--- config.mk ---
export PLATFORM = sky130hd
export DESIGN_NAME = button_debounce_click_detector_flat
export DESIGN_NICKNAME = d
export VERILOG_FILES = /design/src/bdc_pkg.sv /design/src/bdc_req_if.sv /design/src/bdc_rsp_if.sv /design/src/bdc_csr_if.sv /design/src/bdc_lane.sv /design/src/bdc_merge.sv /design/src/button_debounce_click_detector.sv /design/src/flat_wrapper.sv
export VERILOG_INCLUDE_DIRS = /design/src /design/src/src
export SDC_FILE = /design/constraint.sdc
export NUM_CORES = 1
export LEC_CHECK = 0
export BUFFER_PORTS_ARGS = -buffer_cell sky130_fd_sc_hd__buf_2
export CORE_MARGIN = 2
export CORE_UTILIZATION = 28
export CTS_BUF_LIST = sky130_fd_sc_hd__clkbuf_4 sky130_fd_sc_hd__clkbuf_8
export CTS_CLUSTER_SIZE = 25
export DETAILED_ROUTE_END_ITERATION = 10
export GPL_TIMING_DRIVEN = 0
export PLACE_DENSITY = 0.48
export SLEW_MARGIN = 40
export SYNTH_ARGS = -nofsm -noshare
export SYNTH_HDL_FRONTEND = slang
export SYNTH_SLANG_ARGS = --single-unit
export TNS_END_PERCENT = 30
--- constraint.sdc ---
create_clock -name clock -period 6.49 [get_ports clock]
set_input_delay 0 -clock clock [delete_from_list [all_inputs] [get_ports clock]]
set_output_delay 0 -clock clock [all_outputs]
set_load 0.02 [all_outputs]
--- src/assert_macros.svh ---
// Assertion helpers used by the RTL (bdc_merge)
`ifndef ASSERT_MACROS_SVH
`define ASSERT_MACROS_SVH

// same-cycle implication
`define ASSERT_IMPLIES(label, clk, rst, ante, cons, msg) \
   label: assert property (@(posedge clk) disable iff (rst) (ante) |-> (cons)) \
      else $error(msg);

// next-cycle implication
`define ASSERT_NEXT(label, clk, rst, ante, cons, msg) \
   label: assert property (@(posedge clk) disable iff (rst) (ante) |=> (cons)) \
      else $error(msg);

`endif

--- src/bdc_pkg.sv ---
`timescale 1ns / 1ps
package bdc_pkg;

   localparam int unsigned MASK_W     = 3;
   localparam int unsigned NSLOT      = 4;
   localparam int unsigned MAX_EVENTS = 6;
   localparam int unsigned CNT_W      = 3;

   localparam logic OP_EDGE = 1'b0;
   localparam logic OP_TICK = 1'b1;

   localparam logic [1:0] CSR_DEBOUNCE = 2'd0;
   localparam logic [1:0] CSR_LONG     = 2'd1;
   localparam logic [1:0] CSR_ENABLE   = 2'd2;

   localparam logic [1:0] SLOT_PRESS   = 2'd0;
   localparam logic [1:0] SLOT_RELEASE = 2'd1;
   localparam logic [1:0] SLOT_SHORT   = 2'd2;
   localparam logic [1:0] SLOT_LONG    = 2'd3;

   typedef enum logic [2:0] {
      EV_STATUS  = 3'd0,
      EV_PRESS   = 3'd1,
      EV_RELEASE = 3'd2,
      EV_SHORT   = 3'd3,
      EV_LONG    = 3'd4
   } event_code_type;

   typedef enum logic {
      ST_IDLE,
      ST_DRAIN
   } state_type;

   typedef struct packed {
      logic edge_hit;
      logic tick_go;
      logic level;
   } lane_ctl_type;

   typedef struct packed {
      logic [7:0]  deb_ticks;
      logic [15:0] long_ticks;
   } lane_cfg_type;

   typedef struct packed {
      logic             pressed;
      logic             keep;
      logic [NSLOT-1:0] events;
   } lane_stat_type;

   function automatic event_code_type slot_code(input logic [1:0] slot);
      event_code_type code;
      unique case (slot)
         SLOT_PRESS:   code = EV_PRESS;
         SLOT_RELEASE: code = EV_RELEASE;
         SLOT_SHORT:   code = EV_SHORT;
         SLOT_LONG:    code = EV_LONG;
         default:      code = EV_STATUS;
      endcase
      return code;
   endfunction

endpackage

--- src/bdc_req_if.sv ---
`timescale 1ns / 1ps
interface bdc_req_if;
   logic       valid;
   logic       ready;
   logic       op;
   logic [1:0] button;
   logic [2:0] levels;

   modport source (output valid, op, button, levels, input ready);
   modport sink (input valid, op, button, levels, output ready);
endinterface

--- src/bdc_rsp_if.sv ---
`timescale 1ns / 1ps
interface bdc_rsp_if;
   logic                    valid;
   logic                    ready;
   logic [1:0]              button_id;
   bdc_pkg::event_code_type event_code;
   logic [2:0]              pressed_mask;
   logic                    last;

   modport source (output valid, button_id, event_code, pressed_mask, last, input ready);
   modport sink (input valid, button_id, event_code, pressed_mask, last, output ready);
endinterface

--- src/bdc_csr_if.sv ---
`timescale 1ns / 1ps
interface bdc_csr_if;
   logic        valid;
   logic        ready;
   logic [1:0]  index;
   logic [15:0] data;

   modport source (output valid, index, data, input ready);
   modport sink (input valid, index, data, output ready);
endinterface

--- src/bdc_lane.sv ---
`timescale 1ns / 1ps
module bdc_lane (
   input  logic                   clock,
   input  logic                   reset,
   input  logic                   step,
   input  bdc_pkg::lane_ctl_type  ctl,
   input  bdc_pkg::lane_cfg_type  cfg,
   output bdc_pkg::lane_stat_type stat
);
   import bdc_pkg::*;

   logic [7:0]       dc_ff, dc_in, dc_inc;
   logic [15:0]      hold_ff, hold_in, hold_inc;
   logic             busy_ff, busy_in;
   logic             pressed_ff, pressed_in;
   logic             lf_ff, lf_in;
   logic             keep;
   logic [NSLOT-1:0] ev;
   logic [15:0]      hold_sel;

   assign dc_inc = dc_ff + 8'd1;

   always_comb begin
      busy_in    = busy_ff;
      dc_in      = dc_ff;
      pressed_in = pressed_ff;
      lf_in      = lf_ff;
      hold_sel   = hold_ff;
      ev         = '0;
      keep       = 1'b0;
      if (busy_ff) begin
         if (dc_inc >= cfg.deb_ticks) begin
            if (ctl.level && !pressed_ff) begin
               pressed_in     = 1'b1;
               ev[SLOT_PRESS] = 1'b1;
               hold_sel       = '0;
            end else if (!ctl.level && pressed_ff) begin
               pressed_in       = 1'b0;
               ev[SLOT_RELEASE] = 1'b1;
               ev[SLOT_SHORT]   = !lf_ff;
               lf_in            = 1'b0;
            end
            busy_in = 1'b0;
            dc_in   = '0;
         end else begin
            dc_in = dc_inc;
            keep  = 1'b1;
         end
      end
      hold_inc = hold_sel + 16'd1;
      hold_in  = hold_sel;
      if (pressed_in && !lf_in) begin
         hold_in = hold_inc;
         if (hold_inc >= cfg.long_ticks) begin
            lf_in         = 1'b1;
            ev[SLOT_LONG] = 1'b1;
         end
         keep = 1'b1;
      end
   end

   always_ff @(posedge clock) begin
      if (reset) begin
         dc_ff      <= '0;
         hold_ff    <= '0;
         busy_ff    <= 1'b0;
         pressed_ff <= 1'b0;
         lf_ff      <= 1'b0;
      end else if (step) begin
         if (ctl.edge_hit) begin
            dc_ff   <= '0;
            busy_ff <= 1'b1;
         end else if (ctl.tick_go) begin
            dc_ff      <= dc_in;
            hold_ff    <= hold_in;
            busy_ff    <= busy_in;
            pressed_ff <= pressed_in;
            lf_ff      <= lf_in;
         end
      end
   end

   assign stat.pressed = pressed_ff;
   assign stat.keep    = keep & ctl.tick_go;
   assign stat.events  = ev & {NSLOT{ctl.tick_go}};

endmodule

--- src/bdc_merge.sv ---
`timescale 1ns / 1ps
`include "assert_macros.svh"
module bdc_merge #(
   parameter int unsigned NUM_BUTTONS = 3
) (
   input  logic                   clock,
   input  logic                   reset,
   input  logic                   step,
   input  logic                   event_enable,
   input  bdc_pkg::lane_stat_type lane_stat [NUM_BUTTONS],
   output logic                   idle,
   bdc_rsp_if.source              rsp_ch
);
   import bdc_pkg::*;

   localparam int unsigned PW = NUM_BUTTONS * NSLOT;

   state_type      state_ff, state_in;
   logic [PW-1:0]  pend_ff, pend_load, sel;
   logic [CNT_W-1:0] cnt_ff;
   logic           ev_go, out_free, load_ev, load_st;
   logic [1:0]     ev_id;
   event_code_type ev_code;
   logic [MASK_W-1:0] mask;

   logic           valid_ff;
   logic [1:0]     id_ff;
   event_code_type code_ff;
   logic [MASK_W-1:0] mask_ff;
   logic           last_ff;

   for (genvar b = 0; b < MASK_W; b++) begin : g_mask
      if (b < NUM_BUTTONS) begin : g_on
         assign mask[b] = lane_stat[b].pressed;
      end else begin : g_off
         assign mask[b] = 1'b0;
      end
   end

   always_comb begin
      for (int i = 0; i < NUM_BUTTONS; i++) begin
         for (int s = 0; s < NSLOT; s++) begin
            pend_load[i*NSLOT+s] = event_enable & lane_stat[i].events[s];
         end
      end
   end

   // lowest set bit: lane order first, then slot order within a lane
   assign sel = pend_ff & (~pend_ff + PW'(1));

   always_comb begin
      ev_id   = '0;
      ev_code = EV_STATUS;
      for (int i = 0; i < NUM_BUTTONS; i++) begin
         for (int s = 0; s < NSLOT; s++) begin
            if (sel[i*NSLOT+s]) begin
               ev_id   = 2'(i);
               ev_code = slot_code(2'(s));
            end
         end
      end
   end

   assign out_free = !valid_ff || rsp_ch.ready;
   assign ev_go    = (|pend_ff) && (cnt_ff < CNT_W'(MAX_EVENTS));

   always_comb begin
      state_in = state_ff;
      unique case (state_ff)
         ST_IDLE:  if (step) state_in = ST_DRAIN;
         ST_DRAIN: if (out_free && !ev_go) state_in = ST_IDLE;
         default:  state_in = ST_IDLE;
      endcase
   end

   always_comb begin
      idle    = 1'b0;
      load_ev = 1'b0;
      load_st = 1'b0;
      unique case (state_ff)
         ST_IDLE:  idle = 1'b1;
         ST_DRAIN: begin
            load_ev = out_free && ev_go;
            load_st = out_free && !ev_go;
         end
         default:  idle = 1'b0;
      endcase
   end

   always_ff @(posedge clock) begin
      if (reset) begin
         state_ff <= ST_IDLE;
         pend_ff  <= '0;
         cnt_ff   <= '0;
         valid_ff <= 1'b0;
      end else begin
         state_ff <= state_in;
         if (step) begin
            pend_ff <= pend_load;
            cnt_ff  <= '0;
         end else if (load_ev) begin
            pend_ff <= pend_ff & ~sel;
            cnt_ff  <= cnt_ff + CNT_W'(1);
         end else if (load_st) begin
            pend_ff <= '0;
         end
         if (load_ev || load_st) begin
            valid_ff <= 1'b1;
         end else if (rsp_ch.ready) begin
            valid_ff <= 1'b0;
         end
      end
   end

   always_ff @(posedge clock) begin
      if (load_ev || load_st) begin
         id_ff   <= load_ev ? ev_id : 2'd0;
         code_ff <= load_ev ? ev_code : EV_STATUS;
         mask_ff <= mask;
         last_ff <= load_st;
      end
   end

   assign rsp_ch.valid        = valid_ff;
   assign rsp_ch.button_id    = id_ff;
   assign rsp_ch.event_code   = code_ff;
   assign rsp_ch.pressed_mask = mask_ff;
   assign rsp_ch.last         = last_ff;

   `ASSERT_IMPLIES(a_idle_empty, clock, reset, state_ff == ST_IDLE, pend_ff == '0, "pending while idle")
   `ASSERT_NEXT(a_step_drain, clock, reset, step, state_ff == ST_DRAIN, "no drain after transfer")
   `ASSERT_NEXT(a_status_last, clock, reset, load_st, rsp_ch.valid && rsp_ch.last, "status not last")

endmodule

--- src/button_debounce_click_detector.sv ---
`timescale 1ns / 1ps
// The first result enters the output register once the merge stage, loaded
// at the input transfer, drains. Each item gives E events (at most 6), then a
// status result, one a cycle unless the output stalls; items wait for idle.
// Reset: synchronous, clears all button state and the scanner, restores
// debounce 4, long press 100 and events off; no clearing pass.
module button_debounce_click_detector #(
   parameter int unsigned NUM_BUTTONS = 3
) (
   input  logic      clock,
   input  logic      reset,
   bdc_req_if.sink   req_ch,
   bdc_rsp_if.source rsp_ch,
   bdc_csr_if.sink   csr_ch
);
   import bdc_pkg::*;

   logic [7:0]  deb_ff;
   logic [15:0] lpt_ff;
   logic        en_ff;
   logic        scan_ff, scan_in;
   logic        idle, step;

   lane_cfg_type  cfg;
   lane_ctl_type  lane_ctl  [NUM_BUTTONS];
   lane_stat_type lane_stat [NUM_BUTTONS];
   logic [NUM_BUTTONS-1:0] edge_vec, keep_vec;

   assign csr_ch.ready = 1'b1;

   always_ff @(posedge clock) begin
      if (reset) begin
         deb_ff <= 8'd4;
         lpt_ff <= 16'd100;
         en_ff  <= 1'b0;
      end else if (csr_ch.valid) begin
         unique case (csr_ch.index)
            CSR_DEBOUNCE: deb_ff <= csr_ch.data[7:0];
            CSR_LONG:     lpt_ff <= csr_ch.data;
            CSR_ENABLE:   en_ff  <= csr_ch.data[0];
            default:      en_ff  <= en_ff;
         endcase
      end
   end

   assign cfg.deb_ticks  = deb_ff;
   assign cfg.long_ticks = lpt_ff;

   assign req_ch.ready = idle;
   assign step         = req_ch.valid && idle;

   for (genvar g = 0; g < NUM_BUTTONS; g++) begin : g_lane
      if (g < 4) begin : g_edge
         assign lane_ctl[g].edge_hit = (req_ch.op == OP_EDGE) && (req_ch.button == 2'(g));
      end else begin : g_noedge
         assign lane_ctl[g].edge_hit = 1'b0;
      end
      if (g < 3) begin : g_lvl
         assign lane_ctl[g].level = req_ch.levels[g];
      end else begin : g_nolvl
         assign lane_ctl[g].level = 1'b0;
      end
      assign lane_ctl[g].tick_go = (req_ch.op == OP_TICK) && scan_ff;
      assign edge_vec[g]         = lane_ctl[g].edge_hit;
      assign keep_vec[g]         = lane_stat[g].keep;

      bdc_lane u_lane (
         .clock (clock),
         .reset (reset),
         .step  (step),
         .ctl   (lane_ctl[g]),
         .cfg   (cfg),
         .stat  (lane_stat[g])
      );
   end

   always_comb begin
      scan_in = scan_ff;
      if (req_ch.op == OP_EDGE) begin
         if (|edge_vec) scan_in = 1'b1;
      end else if (scan_ff) begin
         scan_in = |keep_vec;
      end
   end

   always_ff @(posedge clock) begin
      if (reset) begin
         scan_ff <= 1'b0;
      end else if (step) begin
         scan_ff <= scan_in;
      end
   end

   bdc_merge #(
      .NUM_BUTTONS (NUM_BUTTONS)
   ) u_merge (
      .clock        (clock),
      .reset        (reset),
      .step         (step),
      .event_enable (en_ff),
      .lane_stat    (lane_stat),
      .idle         (idle),
      .rsp_ch       (rsp_ch)
   );

endmodule

--- src/flat_wrapper.sv ---
// flat-port wrapper written by rule: the top's interface ports become plain ports
module button_debounce_click_detector_flat import bdc_pkg::*;
#(
   parameter int unsigned NUM_BUTTONS = 3
)
  (clock, reset, req_ch_valid, req_ch_op, req_ch_button, req_ch_levels, req_ch_ready, rsp_ch_valid, rsp_ch_button_id, rsp_ch_event_code, rsp_ch_pressed_mask, rsp_ch_last, rsp_ch_ready, csr_ch_valid, csr_ch_index, csr_ch_data, csr_ch_ready);
  bdc_req_if req_ch_i ();
  bdc_rsp_if rsp_ch_i ();
  bdc_csr_if csr_ch_i ();
  input  logic clock;
  input  logic reset;
  input wire logic [$bits(req_ch_i.valid)-1:0] req_ch_valid;
  input wire logic [$bits(req_ch_i.op)-1:0] req_ch_op;
  input wire logic [$bits(req_ch_i.button)-1:0] req_ch_button;
  input wire logic [$bits(req_ch_i.levels)-1:0] req_ch_levels;
  output wire logic [$bits(req_ch_i.ready)-1:0] req_ch_ready;
  output wire logic [$bits(rsp_ch_i.valid)-1:0] rsp_ch_valid;
  output wire logic [$bits(rsp_ch_i.button_id)-1:0] rsp_ch_button_id;
  output wire logic [$bits(rsp_ch_i.event_code)-1:0] rsp_ch_event_code;
  output wire logic [$bits(rsp_ch_i.pressed_mask)-1:0] rsp_ch_pressed_mask;
  output wire logic [$bits(rsp_ch_i.last)-1:0] rsp_ch_last;
  input wire logic [$bits(rsp_ch_i.ready)-1:0] rsp_ch_ready;
  input wire logic [$bits(csr_ch_i.valid)-1:0] csr_ch_valid;
  input wire logic [$bits(csr_ch_i.index)-1:0] csr_ch_index;
  input wire logic [$bits(csr_ch_i.data)-1:0] csr_ch_data;
  output wire logic [$bits(csr_ch_i.ready)-1:0] csr_ch_ready;
  assign req_ch_i.valid = req_ch_valid;
  assign req_ch_i.op = req_ch_op;
  assign req_ch_i.button = req_ch_button;
  assign req_ch_i.levels = req_ch_levels;
  assign req_ch_ready = req_ch_i.ready;
  assign rsp_ch_valid = rsp_ch_i.valid;
  assign rsp_ch_button_id = rsp_ch_i.button_id;
  assign rsp_ch_event_code = rsp_ch_i.event_code;
  assign rsp_ch_pressed_mask = rsp_ch_i.pressed_mask;
  assign rsp_ch_last = rsp_ch_i.last;
  assign rsp_ch_i.ready = rsp_ch_ready;
  assign csr_ch_i.valid = csr_ch_valid;
  assign csr_ch_i.index = csr_ch_index;
  assign csr_ch_i.data = csr_ch_data;
  assign csr_ch_ready = csr_ch_i.ready;
  button_debounce_click_detector #(.NUM_BUTTONS(NUM_BUTTONS)) u_core (.clock(clock), .reset(reset), .req_ch(req_ch_i), .rsp_ch(rsp_ch_i), .csr_ch(csr_ch_i));
endmodule
# Word-level counts from Yosys, hierarchy flattened
# Cells that the tools add are included.
# op_classes
addsub,8
order_cmp,7
eq_ne,4
muxes,124
bitwise,28
n_reduce_logical,63
# op_table
operator,n
$mux 16,12
$mux 8,12
$mux 1,66
$mux 3,17
$add 16x1->16 const B,3
$ge 16x16->1,3
$mux 12,3
$mux 2,13
$add 8x1->8 const B,3
$and 12x12->12,2
$ge 8x8->1,3
$not 12->12,2
$reduce_and 3->1,6
$logic_and 1x1->1,17
$reduce_bool 2->1,8
$and 1x1->1,15
$logic_not 1->1,14
$reduce_and 2->1,7
$add 12x1->12 const B,1
$and 4x4->4,3
$reduce_or 12->1,1
$not 1->1,6
$reduce_or 3->1,2
$reduce_or 5->1,1
other kinds (9),14
# word_totals
regBits,133
in_bits,29
output_inout_bits,12
elab_cells,263

# Depth between registers and ports, before layout
# Gate-level depths: netlist of run 1.
# logic_depth
depth_word,15
depth_mapped,26

# By module
# A second synthesis of run 1 with hierarchy kept.
# hier_totals
cells_unflattened,1191
area_unflattened_um2,9522.9
# modules_own_cells
mod,n_inst,cells_each,area_each_um2
bdc_lane,3,317,2428.6
bdc_merge,1,124,1217.4
button_debounce_click_detector,1,116,1019.7

# Worst setup path after synthesis of run 1
# OpenSTA, ideal clock, no wires.
# synth_timing
path_type,register to register
startpoint,register u_core.g_lane[0].u_lane.dc_ff[2]
endpoint,register u_core.u_merge.pend_ff[3]
setup_ps,95
t_arrival_ps,4671
required_ps,6395
slack_ps,1723
path_stages_with_launch,25
n_path_buf,2
period_less_slack_ps,4767
cell_sequence,dfxtp_1 nand3_1 nor2_1 nand3_1 xnor2_1 ha_1 a21oi_1 o21ai_2 a21o_1 buf_6 nand2_1 buf_2 and2_1 ha_1 and3_1 nand3_2 nor2_2 nand4_1 xor2_1 nor2_1 ha_1 nand4_1 o41ai_1 o211ai_1 a221oi_1
# synth_via
elab_chain_len,11
elab_cells_between_ends,17
classes_between,add/sub: 2; order compare: 2; mux: 9; bitwise: 2; reduce/logical: 2
# synth_lines
element,line,rtl
start: declaration,bdc_lane.sv:12,"logic [7:0] dc_ff, dc_in, dc_inc;"
start signal: assignment,bdc_lane.sv:74,dc_ff <= dc_in;
$add 8x1->8 (*),bdc_lane.sv:21,assign dc_inc = dc_ff + 8'd1;
$ge 8x8->1 (*),bdc_lane.sv:32,if (dc_inc >= cfg.deb_ticks) begin
$mux 16,bdc_lane.sv:32,
$mux 16,bdc_lane.sv:31,if (busy_ff) begin
$add 16x1->16,bdc_lane.sv:50,hold_inc = hold_sel + 16'd1;
$ge 16x16->1,bdc_lane.sv:54,if (hold_inc >= cfg.long_ticks) begin
$mux 1,bdc_lane.sv:54,
$mux 1 (*),bdc_lane.sv:52,if (pressed_in && !lf_in) begin
$and 4x4->4 (*),bdc_lane.sv:85,assign stat.events = ev & {NSLOT{ctl.tick_go}};
$and 1x1->1 (*),bdc_merge.sv:43,pend_load[i*NSLOT+s] = event_enable & lane_stat[i].events[s];
$mux 12 (*),bdc_merge.sv:98,if (step) begin
end signal: assignment,bdc_merge.sv:99,pend_ff <= pend_load;
end signal: assignment,bdc_merge.sv:102,pend_ff <= pend_ff & ~sel;
end: declaration,bdc_merge.sv:19,"logic [PW-1:0] pend_ff, pend_load, sel;"
# Every way passes the cells marked *; elsewhere a longest branch is shown, timed or not.
# A chain may end at the register's enable or synchronous reset.

# Worst setup path after layout of run 1
# layout_timing
startpoint,register u_core.g_lane[1].u_lane.dc_ff[0]
endpoint,register u_core.g_lane[1].u_lane.lf_ff
# layout_via
elab_chain_len,8
elab_cells_between_ends,14
classes_between,add/sub: 2; order compare: 2; mux: 8; reduce/logical: 2
# layout_lines
element,line,rtl
start: declaration,bdc_lane.sv:12,
start signal: assignment,bdc_lane.sv:74,
$add 8x1->8 (*),bdc_lane.sv:21,
$ge 8x8->1 (*),bdc_lane.sv:32,
$mux 16,bdc_lane.sv:32,
$mux 16,bdc_lane.sv:31,
$add 16x1->16,bdc_lane.sv:50,
$ge 16x16->1,bdc_lane.sv:54,
$mux 1,bdc_lane.sv:54,
$mux 1 (*),bdc_lane.sv:52,
end signal: assignment,bdc_lane.sv:78,lf_ff <= lf_in;
end: declaration,bdc_lane.sv:16,"logic lf_ff, lf_in;"
# Marked as above.

==> metrics.csv, run 1 <==
stage,metric,value,unit
logic_synthesis,largest family of logic cells by synthesized area,compound AO/OA/AOI/OAI gates,
layout,n_diodes,0,
logic_synthesis,Synth warnings,0,
layout,fillers,3351,
timing,hold_ws,62.8,ps
global_routing,largest net degree at the start of global routing,19,
setup_path,CP max stage delay,400,ps
logic_synthesis,fraction of the mapped netlist area in adder cells,11.0,%
global_routing,initial antenna violation count,0,
logic_synthesis,XOR/XNOR Fraction of Synth Area,5.56,%
timing,unrepaired setup endpoints after global routing,false,
route,TritonRoute pass-1 iters,6,
timing,Setup-failing EPs final,0,
logic_synthesis,Post-synth EDFFs,9,
setup_path,crit end category,flip-flop,
setup_path,Worst R2R End,u_core.g_lane[1].u_lane.lf_ff,
setup_path,crit path max fanout,9,
setup_path,Worst R2R Start,u_core.g_lane[1].u_lane.dc_ff[0],
timing,Final min period,5830,ps
placed_design,dpl cells,1540,
route,Routed Wire Length,28400,µm
power_and_ir_drop,Pwr Total,1.81,mW
flow_run,Max-Cap Viols,0,
setup_path,crit path cell chain,"ha_1, nand3_1, nor3_1, xor2_1, ha_1, and4_1, nand2_1, o32ai_4, and2_0, clkbuf_1, nor2b_1, ha_1, and3_1, buf_2, nand2_1, or2_2, or3_1, a21oi_1, ha_1, a21o_1, a21oi_1, o21ai_0, a21oi_1, o32ai_1",
floorplan,die width,183,µm
setup_path,WP data arrival,6150,ps
global_routing,GRT Resource Usage Total,17.0,%
global_routing,vias in the first global route,7987,
route,drt drc,0,
layout,layout cells sized above 1,9.87,%
setup_path,CP required,6810,ps
timing,Slew Limit Fails,0,
setup_path,Setup crit start,u_core.g_lane[1].u_lane.dc_ff[0],
clock_network,H-tree Lvls,4,
placed_design,GP Congestion,0.855,
setup_path,CP dominant cell by count,ha_1,
worst_hold_path,Hold Startpoint,req_ch_button[1],
logic_synthesis,mux contribution to synthesized area,1.13,%
setup_path,"Slowest-stage cell, CP",dfxtp_1,
logic_synthesis,Synth Area in Simple Gates,22.5,%
power_and_ir_drop,P_leak,4.00,nW
logic_synthesis,ys flop type,dfxtp_1,
placed_design,IO buf count,39,
worst_hold_path,Min-Delay Endpoint,u_core.scan_ff,
clock_network,CTS tree,done,
logic_synthesis,Post-synth ARST share,0,%
route,vias after detailed routing,8478,
clock_network,clk sinks,133,
route,per-cell routed wire length,17.8,µm
clock_network,Root Driver,clkbuf_8,
global_routing,first-pass GRT wire length,44600,µm
timing,Fmax,172,MHz
logic_synthesis,Synth Area per Inst,8.17,µm²
setup_path,FF-to-FF path depth,24,
floorplan,die area,0.0335,mm²
timing,"Hold Violations, Final",0,
timing,measured slew at the worst slew-check pin,862,ps
logic_synthesis,Syn Inst Count,1099,
logic_synthesis,sequential share of the synthesized area,30.6,%
floorplan,core area,0.0316,mm²
floorplan,io pins,41,
logic_synthesis,Synth Register Bits,133,
worst_hold_path,Hold Path Class,in2reg,
layout,Final #Nets,1291,
clock_network,Num CTS Buffers,17,
clock_network,"Clk Latency, worst-skew pair",460,ps
clock_network,clock buffer depth,2,
timing,Tcrit/Tclk final,89.8,%
route,Avg Vias per Cell,5.31,
floorplan,Initial Util,28.5,%
layout,Seq. cell area,0.00275,mm²
logic_synthesis,Compound-Gate Fraction of Synth Area,24.6,%
floorplan,placement row count,65,
global_routing,gr ovfl total,0,
timing,Max-slew headroom,42.6,%
setup_path,crit start category,flip-flop,
clock_network,Post-CTS Setup Bufs,0,
power_and_ir_drop,VDD IR max,0.107,mV
placed_design,DPL Wire Length,21900,µm
floorplan,Die Span Y,183,µm
logic_synthesis,Post-Syn Nets,1207,
layout,fin cells,1598,
layout,multi-input logic area,0.00584,mm²
route,DRT iter0 DRCs,713,
worst_hold_path,hold-critical path depth,4,
logic_synthesis,post-synth cell types,86,
clock_network,Worst-path clk slew,80,ps
setup_path,WS Path Type,reg2reg,
outcome,status,"finished, final reports clean",
timing,setup_tns,0,ps
layout,area grow syn2layout,15.7,%
logic_synthesis,Synth Cell Area,0.00898,mm²
route,post-route ant nets,0,
timing,Max Clock Skew,18.3,ps
power_and_ir_drop,P per Cell Area,174,mW/mm²
setup_path,reg2reg setup slack,660,ps
[sequential cells by signal, summed over array words and instances, names as in the netlist, 2 cells and up]
| name | cells |
|---|---|
| u_core.u_merge.rsp_ch.pressed_mask | 3 |
| u_core.g_lane.u_lane.hold_ff | 48 |
| u_core.lpt_ff | 16 |
| u_core.deb_ff | 8 |
| u_core.g_lane.u_lane.busy_ff | 3 |
| u_core.u_merge.pend_ff | 12 |
| u_core.u_merge.rsp_ch.event_code | 3 |
| u_core.u_merge.cnt_ff | 3 |
| u_core.u_merge.rsp_ch.button_id | 2 |
| u_core.g_lane.u_lane.dc_ff | 24 |
| u_core.g_lane.u_lane.lf_ff | 3 |
| u_core.g_lane.u_lane.pressed_ff | 3 |
[what timing repair did]
action                                  CTS  global route
gates resized for setup                   0             1
endpoints found under the hold margin    33             0
endpoints found under the setup margin    0             1
hold buffers                             26             0
[metrics by stage]
step | cell area (µm²) | util [%] | setup slack [ps]
floorplan | 8980 | - | 1720
global placement | 9680 | 30.7 | 430
detailed placement | 9680 | 30.7 | 427
CTS | 10400 | 32.9 | 413
global route | 10400 | 32.9 | 192
finish | 10400 | 32.9 | 661
[worst max-delay path: cells and delay by family, from the launching register on]
family,cells,cell delay [ps]
AOI/OAI and AO/OA,7,1240
xor gates and xnor gates,1,260
DFF,1,400
adders and majority gates,4,1160
and+or+nand+nor,10,2260
buffers and inverters,2,380
[layout by cell type, fill, tap and decap left out, types with 34 or more instances in the layout]
cell,Yosys,layout
ha_1,79,79
o21ai_0,48,48
inv_1,46,46
dfxtp_1,124,124
clkbuf_1,34,34
nand2_1,100,100
nand3_1,46,46
a21oi_1,82,82
buf_2,9,48
nor2_1,117,116
[cell usage after synthesis, types with 6 or more instances]
| cell | count | area share [%] |
|---|---|---|
| a211o_1 | 7 | 0.68 |
| a211oi_1 | 9 | 0.75 |
| a21o_1 | 18 | 1.5 |
| a21oi_1 | 82 | 4.6 |
| a221oi_1 | 6 | 0.59 |
| a22o_1 | 6 | 0.59 |
| a22oi_1 | 11 | 0.92 |
| a311oi_1 | 15 | 1.5 |
| a31oi_1 | 14 | 0.98 |
| and2_1 | 12 | 0.84 |
| and3_1 | 17 | 1.2 |
| and4_1 | 7 | 0.68 |
| buf_2 | 9 | 0.50 |
| clkbuf_1 | 34 | 1.4 |
| dfxtp_1 | 124 | 28 |
| edfxtp_1 | 9 | 3.0 |
| ha_1 | 79 | 11 |
| inv_1 | 46 | 1.9 |
| mux2i_1 | 9 | 1.0 |
| nand2_1 | 100 | 4.2 |
| nand2b_1 | 14 | 0.98 |
| nand3_1 | 46 | 2.6 |
| nand4_1 | 20 | 1.4 |
| nor2_1 | 117 | 4.9 |
| nor2b_1 | 12 | 0.84 |
| nor3_1 | 23 | 1.3 |
| o211ai_1 | 12 | 1.0 |
| o21a_1 | 6 | 0.50 |
| o21ai_0 | 48 | 2.7 |
| o2bb2ai_1 | 7 | 0.68 |
| o31ai_1 | 7 | 0.59 |
| or3_1 | 6 | 0.42 |
| xnor2_1 | 27 | 2.6 |
| xor2_1 | 30 | 2.9 |
[power by group]
group          internal (mW)  switching [mW]  total, mW
sequential             0.837         0.00705      0.844
combinational         0.0588           0.118      0.177
clock                  0.408           0.383      0.791
[worst max path at each step]
stage,cells after the start,endpoint
after floorplan,24,u_core.u_merge.pend_ff[3]
after global placement,24,u_core.u_merge.pend_ff[3]
after detailed placement,24,u_core.u_merge.pend_ff[3]
after CTS,24,u_core.u_merge.pend_ff[3]
after global routing,24,u_core.u_merge.pend_ff[3]
final,24,u_core.g_lane[1].u_lane.lf_ff
[logic make-up after synthesis]
logic type / Yosys count
fa+ha+maj: 79
xor+xnor: 57
buf+inv: 99
compound gates: 308
other cells: 1
simple gates: 412
flops: 133
mux: 10
[metal layers]
metal	wire length [µm]	GRT usage (%)	up-vias
met5	0	0	-
met4	492	4.45	0
met3	1130	2.68	33
met2	13000	28.1	217
met1	13700	23.1	4005
li1	-	-	4223
[area by class of cell]
cell class	instances	area share, %
Multi-Input combinational cell	867	56.2
Buffer	52	2.24
Inverter	47	1.70
Clock inverter	13	1.64
Tap cell	402	4.84
Clock buffer	19	2.52
Sequential cell	133	26.5
Timing Repair Buffer	65	4.38
(Power assumes the default switching activity.)
==> inputs of run 2 (changes only) <==
- CELL_PAD_IN_SITES_DETAIL_PLACEMENT: unset -> 1
- CELL_PAD_IN_SITES_GLOBAL_PLACEMENT: unset -> 2
- CTS_BUF_LIST: sky130_fd_sc_hd__clkbuf_4 sky130_fd_sc_hd__clkbuf_8 -> unset
- PLACE_DENSITY: 0.48 -> 0.67
- clock period: 6.49 -> 5.55 ns (I/O delays scaled with it)
==> run 2 against run 1 <==
Compared with the run above: power is 37% higher; final area is 4.4% higher; non-clock buffer count is 5 higher; global-route usage is 2.6 points higher; fmax is 13% higher; critical endpoint is now u_core.u_merge.pend_ff[3]; critical path type unchanged; routed wire length is 13% higher; count of clock-buffer cells in the layout is 3 higher; flip-flop and latch count stayed put; sequential share of layout area is 0.98 points lower; via count is 1.5% higher.
==> metrics.csv, run 2 (synthesis gave the netlist of run 1 again) <==
stage,metric,value,unit
layout,Final #Nets,1296,
layout,design area,0.0108,mm²
timing,Fmax,193,MHz
timing,measured slew at the worst slew-check pin,804,ps
power_and_ir_drop,clock power share,51.7,%
placed_design,GP Congestion,0.807,
layout,most frequent cells in the layout,"117 x dfxtp_1, 115 x nor2_1, 100 x nand2_1, 78 x a21oi_1, 74 x ha_1",
layout,most flop-heavy register,u_core.g_lane.u_lane.hold_ff,
timing,Setup-failing EPs final,0,
power_and_ir_drop,part of the power in registers,39.8,%
setup_path,WS Path Type,reg2reg,
route,vias after detailed routing,8601,
layout,Largest register FFs,48,
timing,Max-slew headroom,46.4,%
floorplan,die width,183,µm
timing,"Hold Violations, Final",0,
global_routing,gr ovfl total,0,
clock_network,"Clk Latency, worst-skew pair",440,ps
global_routing,first-pass GRT wire length,50700,µm
floorplan,Initial Util,28.5,%
floorplan,Die Span Y,183,µm
global_routing,largest net degree at the start of global routing,19,
clock_network,Root Driver,clkbuf_16,
power_and_ir_drop,P_leak,4.18,nW
clock_network,H-tree Lvls,4,
floorplan,placement row count,65,
worst_hold_path,Hold Path Class,in2reg,
clock_network,clock buffer depth,2,
timing,hold_ws,40.4,ps
route,per-cell routed wire length,20.0,µm
route,drt drc,0,
layout,Util after Layout,34.4,%
layout,layout cells sized above 1,13.3,%
setup_path,crit start category,flip-flop,
setup_path,CP required,5890,ps
setup_path,CP dominant cell by count,nand4_1,
layout,"most common cell after layout, fill and taps aside",dfxtp_1,
setup_path,crit path cell chain,"ha_4, and3_1, nand3_1, xnor2_2, ha_1, nand4_1, a21oi_4, a21o_1, buf_6, nand2_1, buf_6, and2_4, ha_4, and3_4, nand3_4, nor2_4, nand4_1, xor2_1, nor2_1, ha_1, nand4_1, o41ai_4, o211ai_1, a221oi_1",
setup_path,crit path max fanout,10,
placed_design,IO buf count,39,
layout,n_diodes,0,
setup_path,crit end category,flip-flop,
timing,setup_tns,0,ps
route,post-route ant nets,0,
floorplan,core area,0.0316,mm²
clock_network,Worst-path clk slew,60,ps
clock_network,Num CTS Buffers,17,
floorplan,die area,0.0335,mm²
route,TritonRoute pass-1 iters,5,
power_and_ir_drop,internal power,1.88,mW
layout,fillers,3813,
placed_design,DPL Wire Length,24400,µm
timing,Tcrit/Tclk final,93.2,%
clock_network,clk sinks,133,
global_routing,initial antenna violation count,1,
timing,Final min period,5170,ps
layout,Top Registers,"u_core.g_lane.u_lane.hold_ff x48, u_core.g_lane.u_lane.dc_ff x24, u_core.lpt_ff x16",
route,Avg Vias per Cell,5.37,
timing,Max Clock Skew,11.0,ps
timing,Slew Limit Fails,0,
floorplan,io pins,41,
power_and_ir_drop,Gate power share,8.5,%
global_routing,vias in the first global route,8886,
setup_path,CP max stage delay,420,ps
clock_network,CTS tree,done,
setup_path,"Slowest-stage cell, CP",o41ai_4,
flow_run,Max-Cap Viols,0,
placed_design,Post-DP Area,0.00969,mm²
power_and_ir_drop,P per Cell Area,229,mW/mm²
global_routing,GRT Resource Usage Total,19.6,%
power_and_ir_drop,switching share of total power,24.4,%
route,DRT iter0 DRCs,425,
route,Routed Wire Length,32000,µm
setup_path,WP data arrival,5510,ps
power_and_ir_drop,VDD IR max,0.222,mV
power_and_ir_drop,switching power,0.607,mW
layout,area grow syn2layout,20.7,%
outcome,status,"finished, final reports clean",
run 2: critical path: cells and delay by family (launching register included):
kind	cells	cell delay, ps
buffers and inverters	2	300
and+or+nand+nor	11	1730
AOI/OAI and AO/OA	5	1280
adders and majority gates	4	910
xor gates and xnor gates	2	450
DFF	1	390
run 2: worst paths after layout:
path	start	endpoint	slack (ps)	depth (start not counted)
min reg2reg	u_core.lpt_ff[15]	u_core.lpt_ff[15]	460	2
max	u_core.g_lane[0].u_lane.dc_ff[0]	u_core.u_merge.pend_ff[3]	380	24
max reg2reg	u_core.g_lane[0].u_lane.dc_ff[0]	u_core.u_merge.pend_ff[3]	380	24
min	csr_ch_index[1]	u_core.deb_ff[0]	40	4
run 2: power groups by stage:
stage	combinational, mW	sequential (mW)	clock (mW)
2_1_floorplan	0.113	1.01	0
3_3_place_gp	0.197	1.01	0
3_5_place_dp	0.198	1.01	0
4_1_cts	0.213	0.989	1.31
5_1_grt	0.235	0.990	1.35
6_report	0.212	0.989	1.28
run 2: what timing repair did:
| item | in CTS | in global routing |
|---|---|---|
| hold endpoints to repair | 31 | 0 |
| resized for setup | 21 | 31 |
| hold buffers | 22 | 0 |
| endpoints found under the setup margin | 6 | 6 |
| pin swaps | 4 | 12 |
| buffers inserted | 4 | 6 |
run 2: through the flow:
stage | instances | setup slack (ps) | power, mW
after floorplan | 1099 | 783 | 1.13
after global placement | 1540 | -782 | 1.21
after detailed placement | 1540 | -870 | 1.21
after CTS | 1596 | 1.52 | 2.51
after global routing | 1602 | -23.6 | 2.58
final | 1602 | 379 | 2.48
run 2: layer usage:
metal  vias up  track usage [%]  part of all wire, %
met5         -                0                    0
met4         0             3.36                 0.83
met3        19             3.20                  3.1
met2       104             33.2                   47
met1      4251             26.7                   49
li1       4227                -                    -
run 2: cell type report:
class	count	area (µm²)	share of cell area, %
tap	402	503	4.64
sequential	133	2770	25.5
multi-input combinational	867	6020	55.5
buffer	51	236	2.18
timing repair buffer	71	490	4.52
clock buffer	22	474	4.37
inverter	47	176	1.63
clock inverter	9	174	1.60
